## src/sv/cwa_pkg.sv

```systemverilog
package cwa_pkg;

   localparam int MAX_RADIUS_DEF  = 31;
   localparam int SAMPLE_BITS_DEF = 17;
   localparam int RADIUS_BITS     = 5;

   // Handshake status of the divider as seen by the sequencer.
   typedef struct packed {
      logic busy;
      logic done;
   } cwa_div_status_type;

endpackage

```

## src/sv/centered_window_average.sv

```systemverilog
// Centered moving average over a stream of non-negative samples.
// Requests arrive on the req_ channel: one sample in req_tdata, with req_tlast
// set on the final sample of a run. For every sample position the block
// returns on the rsp_ channel the truncated mean of the 2k+1 samples around
// it, or all ones (minus one) where the window runs past either end of the
// run. The radius k is written through csr_wr_en / csr_wr_data while idle;
// any write also starts a new run. Results lag the input by k positions, and
// the final request flushes the trailing minus-one results, the last of which
// carries rsp_tlast.
// One request is handled at a time. A request first reads the sample ring, then,
// if a full window mean is due, passes through the bit-serial divider (one step
// per bit of the running sum, then the quotient is handed over), and then its
// results are delivered in turn; a stalled receiver simply holds rsp_tvalid and
// the request side stays closed until every result has been taken.
// Reset clears the run state and the radius; the ring memory is not cleared,
// since its data is only used once the window is full of samples of the current run.
module centered_window_average #(
   parameter int MAX_RADIUS  = cwa_pkg::MAX_RADIUS_DEF,
   parameter int SAMPLE_BITS = cwa_pkg::SAMPLE_BITS_DEF,
   localparam int REQ_W = ((SAMPLE_BITS + 7) / 8) * 8,
   localparam int RSP_W = ((SAMPLE_BITS + 8) / 8) * 8
) (
   input  logic                            clock,
   input  logic                            reset,
   // req_tdata fields from bit 0 up: sample
   input  logic [REQ_W-1:0]                req_tdata,
   input  logic                            req_tlast,
   input  logic                            req_tvalid,
   output logic                            req_tready,
   // rsp_tdata fields from bit 0 up: average (signed)
   output logic [RSP_W-1:0]                rsp_tdata,
   output logic                            rsp_tlast,
   output logic                            rsp_tvalid,
   input  logic                            rsp_tready,
   input  logic                            csr_wr_en,
   input  logic [cwa_pkg::RADIUS_BITS-1:0] csr_wr_data
);

   import cwa_pkg::*;

   localparam int DEPTH = 2 * MAX_RADIUS + 1;
   localparam int POS_W = (DEPTH > 1) ? $clog2(DEPTH) : 1;
   localparam int CNT_W = $clog2(DEPTH + 1);
   localparam int SUM_W = SAMPLE_BITS + POS_W;
   localparam int AVG_W = SAMPLE_BITS + 1;

   typedef enum logic [1:0] {
      ST_IDLE,
      ST_READ,
      ST_DIVIDE,
      ST_SEND
   } state_type;

   state_type              state_ff, state_in;
   logic [RADIUS_BITS-1:0] radius_ff, radius_in;
   logic [SUM_W-1:0]       sum_ff, sum_in;
   logic [CNT_W-1:0]       seen_ff, seen_in;
   logic [POS_W-1:0]       pos_ff, pos_in;
   logic [SAMPLE_BITS-1:0] sample_ff, sample_in;
   logic                   fin_ff, fin_in;
   logic [CNT_W-1:0]       left_ff, left_in;
   logic                   rsp_valid_ff, rsp_valid_in;
   logic                   rsp_last_ff, rsp_last_in;
   logic [AVG_W-1:0]       rsp_avg_ff, rsp_avg_in;

   logic [CNT_W-1:0]       k;
   logic [CNT_W-1:0]       w;
   logic [CNT_W-1:0]       seen_next;
   logic [SUM_W-1:0]       sum_next;
   logic                   full;
   logic                   has_main;
   logic                   accept;
   logic [POS_W:0]         old_addr;
   logic [SAMPLE_BITS-1:0] ring_rd_data;
   logic                   ring_wr_en;
   logic                   div_start;
   logic [SUM_W-1:0]       quotient;
   cwa_div_status_type     div_status;

   // Live radius saturates at the largest window the ring holds.
   always_comb begin
      if (32'(radius_ff) > MAX_RADIUS) begin
         k = CNT_W'(MAX_RADIUS);
      end else begin
         k = CNT_W'(radius_ff);
      end
      w = CNT_W'({k, 1'b1});
   end

   assign accept     = req_tvalid && req_tready;
   assign req_tready = (state_ff == ST_IDLE);
   assign full       = (seen_ff >= w);
   assign seen_next  = full ? seen_ff : seen_ff + 1'b1;
   assign has_main   = ({1'b0, seen_next} >= ({1'b0, k} + 1'b1));
   assign ring_wr_en = (state_ff == ST_READ);

   // Ring data for the oldest slot is valid in the read cycle; one subtract, one add.
   // The divider takes this sum even when the final sample clears the run state.
   assign sum_next = sum_ff - (full ? SUM_W'(ring_rd_data) : SUM_W'(0))
                   + SUM_W'(sample_ff);

   // The oldest sample of the window sits w slots behind the write slot.
   always_comb begin
      if ({1'b0, pos_ff} >= (POS_W + 1)'(w)) begin
         old_addr = {1'b0, pos_ff} - (POS_W + 1)'(w);
      end else begin
         old_addr = {1'b0, pos_ff} + (POS_W + 1)'(DEPTH) - (POS_W + 1)'(w);
      end
   end

   always_comb begin
      state_in     = state_ff;
      radius_in    = radius_ff;
      sum_in       = sum_ff;
      seen_in      = seen_ff;
      pos_in       = pos_ff;
      sample_in    = sample_ff;
      fin_in       = fin_ff;
      left_in      = left_ff;
      rsp_valid_in = rsp_valid_ff;
      rsp_last_in  = rsp_last_ff;
      rsp_avg_in   = rsp_avg_ff;
      div_start    = 1'b0;

      case (state_ff)
         ST_IDLE: begin
            if (accept) begin
               sample_in = req_tdata[SAMPLE_BITS-1:0];
               fin_in    = req_tlast;
               state_in  = ST_READ;
            end
         end
         ST_READ: begin
            sum_in  = sum_next;
            seen_in = seen_next;
            pos_in  = (32'(pos_ff) == DEPTH - 1) ? '0 : pos_ff + 1'b1;
            if (has_main) begin
               left_in = fin_ff ? k + 1'b1 : CNT_W'(1);
            end else begin
               left_in = fin_ff ? seen_next : '0;
            end
            rsp_avg_in  = '1;
            rsp_last_in = fin_ff && (left_in == CNT_W'(1));
            if (left_in == '0) begin
               state_in = ST_IDLE;
            end else if (has_main && (seen_next >= w)) begin
               div_start = 1'b1;
               state_in  = ST_DIVIDE;
            end else begin
               rsp_valid_in = 1'b1;
               state_in     = ST_SEND;
            end
            if (fin_ff) begin
               sum_in  = '0;
               seen_in = '0;
               pos_in  = '0;
            end
         end
         ST_DIVIDE: begin
            if (div_status.done) begin
               rsp_avg_in   = {1'b0, quotient[SAMPLE_BITS-1:0]};
               rsp_valid_in = 1'b1;
               state_in     = ST_SEND;
            end
         end
         ST_SEND: begin
            if (rsp_tready) begin
               if (left_ff == CNT_W'(1)) begin
                  rsp_valid_in = 1'b0;
                  state_in     = ST_IDLE;
               end else begin
                  // Every result after the first is an incomplete window.
                  left_in     = left_ff - 1'b1;
                  rsp_avg_in  = '1;
                  rsp_last_in = fin_ff && (left_ff == CNT_W'(2));
               end
            end
         end
         default: begin
            state_in = ST_IDLE;
         end
      endcase

      // A radius write starts a fresh run; the user must write it only while idle, the block does not enforce this.
      if (csr_wr_en) begin
         radius_in = csr_wr_data;
         sum_in    = '0;
         seen_in   = '0;
         pos_in    = '0;
      end
   end

   always_ff @(posedge clock) begin
      if (reset) begin
         state_ff     <= ST_IDLE;
         radius_ff    <= '0;
         sum_ff       <= '0;
         seen_ff      <= '0;
         pos_ff       <= '0;
         left_ff      <= '0;
         rsp_valid_ff <= 1'b0;
      end else begin
         state_ff     <= state_in;
         radius_ff    <= radius_in;
         sum_ff       <= sum_in;
         seen_ff      <= seen_in;
         pos_ff       <= pos_in;
         left_ff      <= left_in;
         rsp_valid_ff <= rsp_valid_in;
      end
      sample_ff   <= sample_in;
      fin_ff      <= fin_in;
      rsp_last_ff <= rsp_last_in;
      rsp_avg_ff  <= rsp_avg_in;
   end

   cwa_ring #(
      .DEPTH  (DEPTH),
      .WIDTH  (SAMPLE_BITS),
      .ADDR_W (POS_W)
   ) u_ring (
      .clock   (clock),
      .wr_en   (ring_wr_en),
      .wr_addr (pos_ff),
      .wr_data (sample_ff),
      .rd_en   (accept),
      .rd_addr (old_addr[POS_W-1:0]),
      .rd_data (ring_rd_data)
   );

   cwa_div #(
      .NUM_W (SUM_W),
      .DEN_W (CNT_W)
   ) u_div (
      .clock    (clock),
      .reset    (reset),
      .start    (div_start),
      .dividend (sum_next),
      .divisor  (w),
      .quotient (quotient),
      .status   (div_status)
   );

   assign rsp_tdata  = RSP_W'(rsp_avg_ff);
   assign rsp_tlast  = rsp_last_ff;
   assign rsp_tvalid = rsp_valid_ff;

endmodule

```

## src/sv/cwa_ring.sv

```systemverilog
module cwa_ring #(
   parameter int DEPTH  = 63,
   parameter int WIDTH  = 17,
   parameter int ADDR_W = 6
) (
   input  logic              clock,
   input  logic              wr_en,
   input  logic [ADDR_W-1:0] wr_addr,
   input  logic [WIDTH-1:0]  wr_data,
   input  logic              rd_en,
   input  logic [ADDR_W-1:0] rd_addr,
   output logic [WIDTH-1:0]  rd_data
);

   logic [WIDTH-1:0] mem [DEPTH];
   logic [WIDTH-1:0] rd_data_ff;

   always_ff @(posedge clock) begin
      if (wr_en) begin
         mem[wr_addr] <= wr_data;
      end
      if (rd_en) begin
         rd_data_ff <= mem[rd_addr];
      end
   end

   assign rd_data = rd_data_ff;

endmodule

```

## src/sv/cwa_div.sv

```systemverilog
module cwa_div #(
   parameter int NUM_W = 23,
   parameter int DEN_W = 6
) (
   input  logic                            clock,
   input  logic                            reset,
   input  logic                            start,
   input  logic [NUM_W-1:0]                dividend,
   input  logic [DEN_W-1:0]                divisor,
   output logic [NUM_W-1:0]                quotient,
   output cwa_pkg::cwa_div_status_type     status
);

   import cwa_pkg::*;

   localparam int STEP_W = $clog2(NUM_W + 1);

   logic [NUM_W-1:0]  quo_ff, quo_in;
   logic [DEN_W:0]    rem_ff, rem_in;
   logic [DEN_W-1:0]  den_ff, den_in;
   logic [STEP_W-1:0] step_ff, step_in;
   logic              busy_ff, busy_in;
   logic              done_ff, done_in;
   logic [DEN_W:0]    shifted;

   // Restoring division, one quotient bit per cycle from the top down.
   always_comb begin
      quo_in  = quo_ff;
      rem_in  = rem_ff;
      den_in  = den_ff;
      step_in = step_ff;
      busy_in = busy_ff;
      done_in = 1'b0;
      shifted = {rem_ff[DEN_W-1:0], quo_ff[NUM_W-1]};
      if (start) begin
         quo_in  = dividend;
         rem_in  = '0;
         den_in  = divisor;
         step_in = STEP_W'(NUM_W);
         busy_in = 1'b1;
      end else if (busy_ff) begin
         if (shifted >= {1'b0, den_ff}) begin
            rem_in = shifted - {1'b0, den_ff};
            quo_in = {quo_ff[NUM_W-2:0], 1'b1};
         end else begin
            rem_in = shifted;
            quo_in = {quo_ff[NUM_W-2:0], 1'b0};
         end
         step_in = step_ff - 1'b1;
         if (step_ff == STEP_W'(1)) begin
            busy_in = 1'b0;
            done_in = 1'b1;
         end
      end
   end

   always_ff @(posedge clock) begin
      if (reset) begin
         busy_ff <= 1'b0;
         done_ff <= 1'b0;
         step_ff <= '0;
      end else begin
         busy_ff <= busy_in;
         done_ff <= done_in;
         step_ff <= step_in;
      end
      quo_ff <= quo_in;
      rem_ff <= rem_in;
      den_ff <= den_in;
   end

   assign quotient    = quo_ff;
   assign status.busy = busy_ff;
   assign status.done = done_ff;

endmodule

```

## config.mk

```make
export PLATFORM = sky130hd
export DESIGN_NAME = centered_window_average
export DESIGN_NICKNAME = d
export VERILOG_FILES = /design/src/sv/cwa_pkg.sv /design/src/sv/centered_window_average.sv /design/src/sv/cwa_ring.sv /design/src/sv/cwa_div.sv
export SDC_FILE = /design/constraint.sdc
export NUM_CORES = 1
export LEC_CHECK = 0
export BUFFER_PORTS_ARGS = -buffer_cell sky130_fd_sc_hd__buf_2
export CAP_MARGIN = 20
export CORE_AREA = 2 2 341 377
export CTS_BUF_LIST = sky130_fd_sc_hd__clkbuf_8
export CTS_CLUSTER_SIZE = 8
export DETAILED_ROUTE_END_ITERATION = 16
export DIE_AREA = 0 0 343 379
export PLACE_DENSITY = 0.63
export SLEW_MARGIN = 20
export SYNTH_ARGS = -nofsm -noshare
export SYNTH_HDL_FRONTEND = slang
export SYNTH_HIERARCHICAL = 1
export SYNTH_SLANG_ARGS = --single-unit
```

## constraint.sdc

```tcl
create_clock -name clock -period 13.7 [get_ports clock]
set_input_delay 0.685 -clock clock [delete_from_list [all_inputs] [get_ports clock]]
set_output_delay 0.685 -clock clock [all_outputs]
set_load 0.02 [all_outputs]
```

# Yosys cells after proc, flatten, opt, wreduce, memory -nomap -nowiden

Memories as Yosys holds them, arrays and structs flattened. A register that Yosys moved wholly into a read port is not among the register bits.
Cells that the tools add are included.

Register bits after elaboration: 127
Bits in writable memories: 1,071
Input port bits: 35
Output and inout port bits: 27
Word-level logic and storage cells: 118
Memories: 1

$add $sub $neg: 12
Order comparisons: 5
Equality and inequality tests: 15
Muxes and demuxes: 49
Bitwise logic cells: 1
Reduce and logical (&&, ||, !) cells: 17

Memory list:

| name       | depth | width | rd ports | clocked after memory_dff | wr ports | RTL line       | text |
|---|---|---|---|---|---|---|---|
| u_ring.mem | 63    | 17    | 1        | 1                        | 1        | cwa_ring.sv:15 | `logic [WIDTH-1:0] mem [DEPTH];` |

Operators with widths:

| operator                                                         | count |
|---|---|
| 6-bit two-way mux                                                | 12 |
| 23-bit two-way mux                                               | 3 |
| 18-bit two-way mux                                               | 3 |
| 18-bit case mux with 3 select lines                              | 1 |
| 6-bit >= comparator                                              | 4 |
| 23-bit by 17-bit adder with 23-bit output                        | 1 |
| 23-bit by 17-bit subtractor with 23-bit output                   | 1 |
| 1-bit two-way mux                                                | 18 |
| 6-bit subtractor                                                 | 3 |
| 17-bit two-way mux                                               | 1 |
| 5-bit by 1-bit adder with 6-bit output (second input constant)   | 2 |
| 6-bit by 1-bit adder with 6-bit output (second input constant)   | 2 |
| 6-bit by 1-bit == test with 1-bit output (second input constant) | 2 |
| 6-bit case mux with 2 select lines                               | 1 |
| 2-bit two-way mux                                                | 5 |
| 5-bit two-way mux                                                | 2 |
| 2-bit != test (second input constant)                            | 5 |
| 2-bit case mux with 4 select lines                               | 1 |
| 4-bit AND reduction                                              | 2 |
| 7-bit by 6-bit >= comparator with 1-bit output                   | 1 |
| 6-bit adder (second input constant)                              | 1 |
| 6-bit by 2-bit == test with 1-bit output (second input constant) | 1 |
| 6-bit == test (second input constant)                            | 1 |
| 6-bit zero test                                                  | 1 |
| other kinds (18)                                                 | 25 |

# Depth between registers and ports, before layout

Gate-level depths: netlist (run 1).

Word-level depth: 9
Mapped depth: 22
Depth with buffers taken out: 21

# Modules after synthesis

The synthesis (run 1) kept the hierarchy.

Modules (own cells, without submodules):

| module                  | instances | cells each | area each (um^2) | sequential area each (um^2) |
|---|---|---|---|---|
| cwa_ring                | 1         | 1,920      | 41,929.0         | 32,671.3 |
| centered_window_average | 1         | 703        | 6,233.5          | 2,092.0 |
| cwa_div                 | 1         | 167        | 2,029.4          | 1,131.1 |

# Worst setup path before layout (run 1)

No wires, ideal clock.

Path type: register to register
Start: register radius_ff[0]
End: register u_div.quo_ff[0] (netlist: u_div/quotient[0]) (data pin)
Arrival time: 5,104 ps
Data required time: 13,440 ps
Path slack: 8,337 ps
Cell stages (with the launch flop): 21
Path buffers: 2
Period minus slack after synthesis: 5,363 ps
Path through: dfxtp_1 -> inv_1 -> ha_1 -> a21o_1 -> a21o_1 -> a311o_1 -> a21oi_1 -> mux2i_1 -> inv_1 -> ha_1 -> a21o_1 -> a211oi_1 -> o31a_1 -> nor2_1 -> a41oi_2 -> a21o_1 -> nand2_1 -> nor3_1 -> buf_2 -> buf_1 -> mux2_2

Word-level cells in the longest chain between the ends: 9
Elaborated cells between the ends (all ways): 19
Those cells by class: 4 x add/sub; 3 x order compare; 10 x mux; 2 x reduce/logical

RTL lines:

| element                                                  | RTL line                                                      | text |
|---|---|---|
| start: declaration                                       | centered_window_average.sv:55                                 | `logic [RADIUS_BITS-1:0] radius_ff, radius_in;` |
| start signal: assignment                                 | centered_window_average.sv:204                                | `radius_ff <= radius_in;` |
| 6-bit >= comparator                                      | centered_window_average.sv:92                                 | `assign full = (seen_ff >= w);` |
| 6-bit two-way mux                                        | centered_window_average.sv:93                                 | `assign seen_next = full ? seen_ff : seen_ff + 1'b1;` |
| 6-bit >= comparator or 6-bit two-way mux (tied branches) | centered_window_average.sv:94, centered_window_average.sv:140 |  |
| 6-bit two-way mux                                        | centered_window_average.sv:137                                | `if (has_main) begin` |
| 6-bit two-way mux                                        | centered_window_average.sv:125                                | `case (state_ff)` |
| 6-bit zero test                                          | centered_window_average.sv:144                                | `if (left_in == '0) begin` |
| 1-bit two-way mux *                                      | centered_window_average.sv:144                                |  |
| 1-bit two-way mux *                                      | centered_window_average.sv:125                                |  |
| via div_start                                            | centered_window_average.sv:76                                 | `logic div_start;` |
| 23-bit two-way mux *                                     | cwa_div.sv:35                                                 | `if (start) begin` |
| via u_div.quo_in[0]                                      | cwa_div.sv:18                                                 | `logic [NUM_W-1:0] quo_ff, quo_in;` |
| end signal: assignment                                   | cwa_div.sv:67                                                 | `quo_ff <= quo_in;` |
| end: declaration                                         | cwa_div.sv:18                                                 |  |

Mark *: on every way through the listed nets, which the timed path passes. The rest lies on a longest branch. The select of a mux whose other input is x is not followed.
A chain may end at the register's enable or synchronous reset.

# Worst setup path after layout (run 1)

Start: register pos_ff[1]
End: register u_ring.rd_data_ff[3] (netlist: u_ring/rd_data[3]), read port of u_ring.mem (data pin)

Elaborated cells between the ends (all ways): 5
Those cells by class: 3 x add/sub; 1 x order compare; 1 x mux

RTL lines:

| element                  | RTL line                       | text |
|---|---|---|
| start: declaration       | centered_window_average.sv:58  | `logic [POS_W-1:0] pos_ff, pos_in;` |
| start signal: assignment | centered_window_average.sv:207 | `pos_ff <= pos_in;` |
| 6-bit >= comparator      | centered_window_average.sv:104 | `if ({1'b0, pos_ff} >= (POS_W + 1)'(w)) begin` |
| 6-bit two-way mux        | centered_window_average.sv:104 |  |
| via old_addr[0]          | centered_window_average.sv:73  | `logic [POS_W:0] old_addr;` |
| end: declaration         | cwa_ring.sv:16                 | `logic [WIDTH-1:0] rd_data_ff;` |

The timed path passes the listed nets, and every way through them passes these cells.

==> results by group, run 1 <==
Status
  • Status: complete, no violations

Critical path
  • Worst endpoint required time: 14220 ps
  • Crit-path max cell delay: 820 ps
  • Most Frequent Cell on Critical Path: o21a_1
  • WP data arrival: 7580 ps
  • Reg2Reg Depth: 16
  • Max FO, Critical Path: 111
  • Setup crit end kind: register
  • R2r endpoint: u_ring/rd_data[3]
  • CP max-delay cell: buf_4
  • R2R Setup Slk: approximately 6600 ps
  • Critical path buffers and inverters: 3
  • Top delay family on crit path: buffers and inverters
  • Crit-path cells: ha_1, ha_1, o21a_1, o21a_1, o21a_1, o21ai_0, nand2b_1, xnor2_2, buf_12, buf_4, buf_4, mux4_2, a22o_1, o21ai_0, o31a_1, o41ai_1
  • Crit Path Category: register to register
  • Worst Setup Start Kind: register
  • Reg2Reg Launch Point: pos_ff[1]

Place
  • Dpl cell area: between 50000 and 60000 sq um
  • Hpwl dp: 69100 microns
  • Port bufs: 48
  • Routability congestion estimate: between 0.8 and 0.9

Power
  • Final Total Pwr: 0.00762 W
  • Power Dens Cells: about 140 nW/um^2
  • Leakage power: 18.3 nW
  • VDD IR-drop max: 88.4 uV

Clock tree
  • Num CTS Buffers: 186
  • CTS root buf: clkbuf_8
  • Hold_buf cts: 21
  • Clk slew on worst S/H paths: 60 ps
  • Max clock buf depth: 3
  • Sink Count: 1216
  • CTS tree: yes
  • H-tree depth: 4
  • Post-CTS setup buffers: 0
  • Post-CTS Resized: 0
  • Clock Latency Late Sink: 850 ps

Routing
  • First-pass DRT Iterations: 7
  • Initial DRC count: 2317
  • WL/cell: 24.8 microns
  • DRT Wirelength: 119000 microns
  • DRC errors left: 0
  • Via count: between 20000 and 30000
  • Final antenna-violating net count: 0
  • Routed vias/inst: 5.54

Min path
  • Hold path cells: 3
  • WHS Endpoint: radius_ff[0]
  • Hold Path Class: input pin to register
  • HP Start: csr_wr_data[0]

Die
  • I/O pin count: 62
  • Core Box Area: 126000 sq um
  • Initial Utilization: 0.398
  • Die Area: about 130000 sq um
  • Die span in x: 343 microns
  • Die extent in y: 379 microns
  • Row count: 137

GRT
  • Total Routing Usage GR: 0.183
  • First-pass GRT wire length: 174000 microns
  • Initial antenna violation count: 2
  • Gr ovfl total: 0
  • Number of global-route vias before repair: 26451
  • Pin count of the biggest net entering global routing: 137

Logic synthesis
  • Synth Cell Area: 50200 sq um
  • Syn Inst Count: 2789
  • Number of synthesis warnings: 6
  • Syn avg cell area: 18.0 sq um

Run
  • Max-capacitance violation count: 0

STA
  • Clock Skews: 42.4 ps
  • Endpoints failing setup: 0
  • Slew @ Worst Pin: 1150 ps
  • Post-layout minimum cycle time: 7060 ps
  • Final Hold Slack: ~82 ps
  • Endpoints failing hold: 0
  • Tcrit/Tclk final: 0.515
  • Slew HR: 0.214
  • Fin. max-slew vios: 0
  • Fmax: 142 MHz
  • Setup tns final: 0 ps
  • RSZ-0062 raised after global routing: false

Cells and area
  • Register Area: 35900 sq um
  • Fillcell total: about 11000
  • Share of layout cells above drive strength 1: 0.216
  • Final core utilization: 0.445
  • Fin area: 56100 sq um
  • P&R area growth vs syn: 11.8%
  • Final net count: 3125
  • Area of the multi-input gates: 13200 sq um
==> placed cells by master (no fill, tap or decap), types with 20 or more instances in the layout <==
cell              n
mux2_2           39
a22oi_1          46
buf_2            48
fa_1             20
xnor2_1          22
nand3_1          25
dfxtp_1          62
mux4_2          218
nand2b_1         38
nor3_1           25
dlygate4sd3_1    21
ha_1             65
nor2_1          135
clkbuf_8        193
a211oi_1         21
nor2b_1          38
buf_4            98
mux2i_1         106
a21oi_1          67
nand2_1          83
o21ai_0          68
inv_1           196
edfxtp_1       1154
nor2_2           21
==> area by class of cell <==
class / count / area share
antenna: 4 / 0.000178
clock buffer: 193 / 0.0473
clock inverter: 114 / 0.00950
inverter: 117 / 0.00783
multi-input combinational: 1314 / 0.236
sequential: 1216 / 0.640
tap: 1668 / 0.0372
timing repair buffer: 170 / 0.0221
==> worst max path at each step <==
stage                       from                 end  cells after the start
detailed placement     pos_ff[1]  u_ring/rd_data[12]                     15
floorplan           radius_ff[0]   u_div/quotient[0]                     20
CTS                    pos_ff[1]  u_ring/rd_data[12]                     15
finish                 pos_ff[1]   u_ring/rd_data[3]                     16
global route           pos_ff[1]  u_ring/rd_data[12]                     15
global placement       pos_ff[1]  u_ring/rd_data[12]                     15
==> per-layer routing <==
layer  GRT usage  routed length [microns]
met1       0.241                    49100
met2       0.302                    58300
met3      0.0344                     8340
met4      0.0667                     3410
met5           0                        0
==> state kept, by name, summed over array words and instances (netlist names), 5 cells and up, named ones only <==
name and cells:
u_div/quotient 23, seen_ff 6, radius_ff 5, left_ff 6
u_ring/mem 1071, sample_ff 17, pos_ff 6, u_ring/rd_data 17
sum_ff 23, rsp_avg_ff 18, u_div/step_ff 5, u_div/rem_ff 6
u_div/den_ff 6
==> tightest hold or removal path: cells and delay by family <==
family / cells / cell delay, ps
buffers and inverters: 1 / 80
and+or+nand+nor: 1 / 80
muxes: 1 / 60
==> stage by stage <==
stage / setup WS [ps] / instances
finish: 6640 / 4796
CTS: 6570 / 4792
floorplan: 8340 / 2794
detailed placement: 6590 / 4464
global route: 6190 / 4793
global placement: 6630 / 4463
==> power breakdown <==
group          internal (W)  leakage (nW)  switching [W]
clock network       0.00131          1.92        0.00135
registers           0.00416          10.9      0.0000228
logic              0.000283          5.54       0.000499
No activity file was read; power rests on OpenSTA's default activity.
==> run 2, diff against run 1 <==
ABC_AREA = 1   (was default)
CORE_AREA = 2 2 350 386   (was 2 2 341 377)
DIE_AREA = 0 0 352 388   (was 0 0 343 379)
PLACE_DENSITY = 0.62   (was 0.63)
clock period = 6.85 ns   (was 13.7 ns; I/O delays follow)
==> run 2 against run 1 <==
Register-to-register slack got worse by 4900 ps. Combinational power rose to 4.8 times the previous value. Global-route usage rose by 1.1 points. Area after synthesis is 5.0% higher. Sequential cell count unchanged. Fmax increased by 39%. Clock-buffer cell count grew 5. Via count up 34%. Largest power group unchanged. Highest routed layer unchanged.
==> results by group, run 2 <==
Status
  • Status: complete, no violations

Cells and area
  • Final net count: 5051
  • P&R area growth vs syn: 11.4%
  • Fin area: 58700 sq um
  • Largest register FFs: 1071
  • Commonest non-fill, non-tap cell in the layout: nand2_1
  • Most frequent cells in the layout: nand2_1 (1596), edfxtp_1 (1154), nand3_1 (947)
  • Layout Cells excl Fill: roughly 6800
  • Biggest register: u_ring/mem
  • Share of layout cells above drive strength 1: 0.0989
  • Final core utilization: 0.444

Routing
  • Final antenna-violating net count: 0
  • Via count: between 30000 and 40000
  • Routed vias/inst: 5.21
  • DRC errors left: 0
  • WL/cell: 19.6 microns
  • First-pass DRT Iterations: 7
  • DRT Wirelength: 134000 microns
  • Initial DRC count: 3465

Place
  • Routability congestion estimate: 0.833
  • Placed Cells incl. Taps: roughly 6500
  • Dpl cell area: 55000 sq um
  • Port bufs: 48
  • Pre-CTS setup slack: about 1800 ps
  • Hpwl dp: 73600 microns

STA
  • Clock Skews: about 45 ps
  • Post-layout minimum cycle time: 5090 ps
  • Endpoints failing setup: 0
  • Fin. max-slew vios: 0
  • Setup tns final: 0 ps
  • Slew @ Worst Pin: 1160 ps
  • Fmax: 197 MHz
  • RSZ-0062 raised after global routing: false
  • Slew HR: 0.224
  • Tcrit/Tclk final: 0.743
  • Setup ws final: 1760 ps
  • Endpoints failing hold: 0

GRT
  • Pin count of the biggest net entering global routing: 139
  • Met3 usage: 0.0280
  • Global routing usage on met1: 0.252
  • Most used routing layer: met2
  • Initial antenna violation count: 2
  • First-pass GRT wire length: between 200000 and 250000 microns
  • Total Routing Usage GR: 0.194
  • Gr ovfl total: 0
  • Met2 usage: 0.324
  • Number of global-route vias before repair: 34427

Die
  • Initial Utilization: 0.398
  • Core Box Area: 132000 sq um
  • Row count: 140
  • Die extent in y: 388 microns
  • Die span in x: 352 microns
  • I/O pin count: 62
  • Die Area: 137000 sq um

Power
  • VDD IR-drop max: 213 uV
  • Leakage power: 21.9 nW
  • Power Dens Cells: 307 nW/um^2

Clock tree
  • H-tree depth: 4
  • CTS root buf: clkbuf_8
  • Sink Count: roughly 1200
  • CTS tree: yes
  • Num CTS Buffers: 189
  • Clock Latency Late Sink: 870 ps
  • Post-CTS Resized: 0
  • Max clock buf depth: 3
  • Post-CTS setup buffers: 0
  • Hold_buf cts: 37
  • Clk slew on worst S/H paths: 60 ps

Critical path
  • Max FO, Critical Path: approximately 140
  • WP data arrival: between 5000 and 6000 ps
  • Worst Setup Start Kind: register
  • R2r endpoint: u_ring/rd_data[1]
  • R2R Setup Slk: 1760 ps
  • Reg2Reg Launch Point: pos_ff[0]
  • Crit Path Category: register to register
  • Worst endpoint required time: about 7400 ps
  • Setup crit end kind: register
  • Reg2Reg Depth: 15

Logic synthesis
  • Number of synthesis warnings: 6
  • Syn avg cell area: 11.0 sq um
  • Synth Cell Area: 52700 sq um
  • Syn Inst Count: around 4800

Run
  • Max-capacitance violation count: 0

Min path
  • WHS Endpoint: sample_ff[4]
  • HP Start: req_tdata[4]
  • Hold path cells: 2
  • Hold Path Class: input pin to register
-- run 2: critical path: stages (launching register included) --
cell      delay [ps]
dfxtp_1          940
fa_1             380
nor2_1            60
o21ai_0          140
a21oi_1           90
o21bai_2         500
mux2_8           610
inv_8            730
buf_12           420
nand3_1          130
nand3_1          110
nand2_1          120
nand2_1          140
nand3_1          110
nand3_1          140
nand2_1          110
-- run 2: area by class of cell --
class	count	area [sq um]
repair buffers	204	1620
diodes	1	2.50
fillers	12054	73600
clock buffers	198	2730
clock inverters	117	556
flip-flops and latches	1216	35900
multi-input cells	3098	14800
well taps	1775	2220
inverters	222	861
-- run 2: through the flow --
step                power (W)  hold slack, ps
global route           0.0188             184
detailed placement     0.0127             460
CTS                    0.0181             131
floorplan              0.0115             412
finish                 0.0180             207
global placement       0.0127             454
-- run 2: layer usage --
layer  wire [microns]  part of all wire
met4             4790             0.036
met1            55200              0.41
met5                0                 0
met3             9100             0.068
met2            64700              0.48
-- run 2: power breakdown --
group / switching [W] / leakage, nW / total (W) / internal, W
logic: 0.00277 / 9.06 / 0.00379 / 0.00101
clock network: 0.00270 / 1.95 / 0.00541 / 0.00272
registers: 0.0000913 / 10.9 / 0.00879 / 0.00870
total: 0.00556 / 21.9 / 0.0180 / 0.0124
-- run 2: worst max-delay path by stage --
stage                       startpoint           endpoint  slack, ps  cells past startpoint
after floorplan           radius_ff[3]  u_div/quotient[0]       2650                     24
after global placement       pos_ff[0]  u_ring/rd_data[1]       1780                     15
after detailed placement     pos_ff[0]  u_ring/rd_data[1]       1750                     15
after CTS                    pos_ff[0]  u_ring/rd_data[1]       1750                     15
after global routing         pos_ff[0]  u_ring/rd_data[4]       1450                     16
final                        pos_ff[0]  u_ring/rd_data[1]       1760                     15
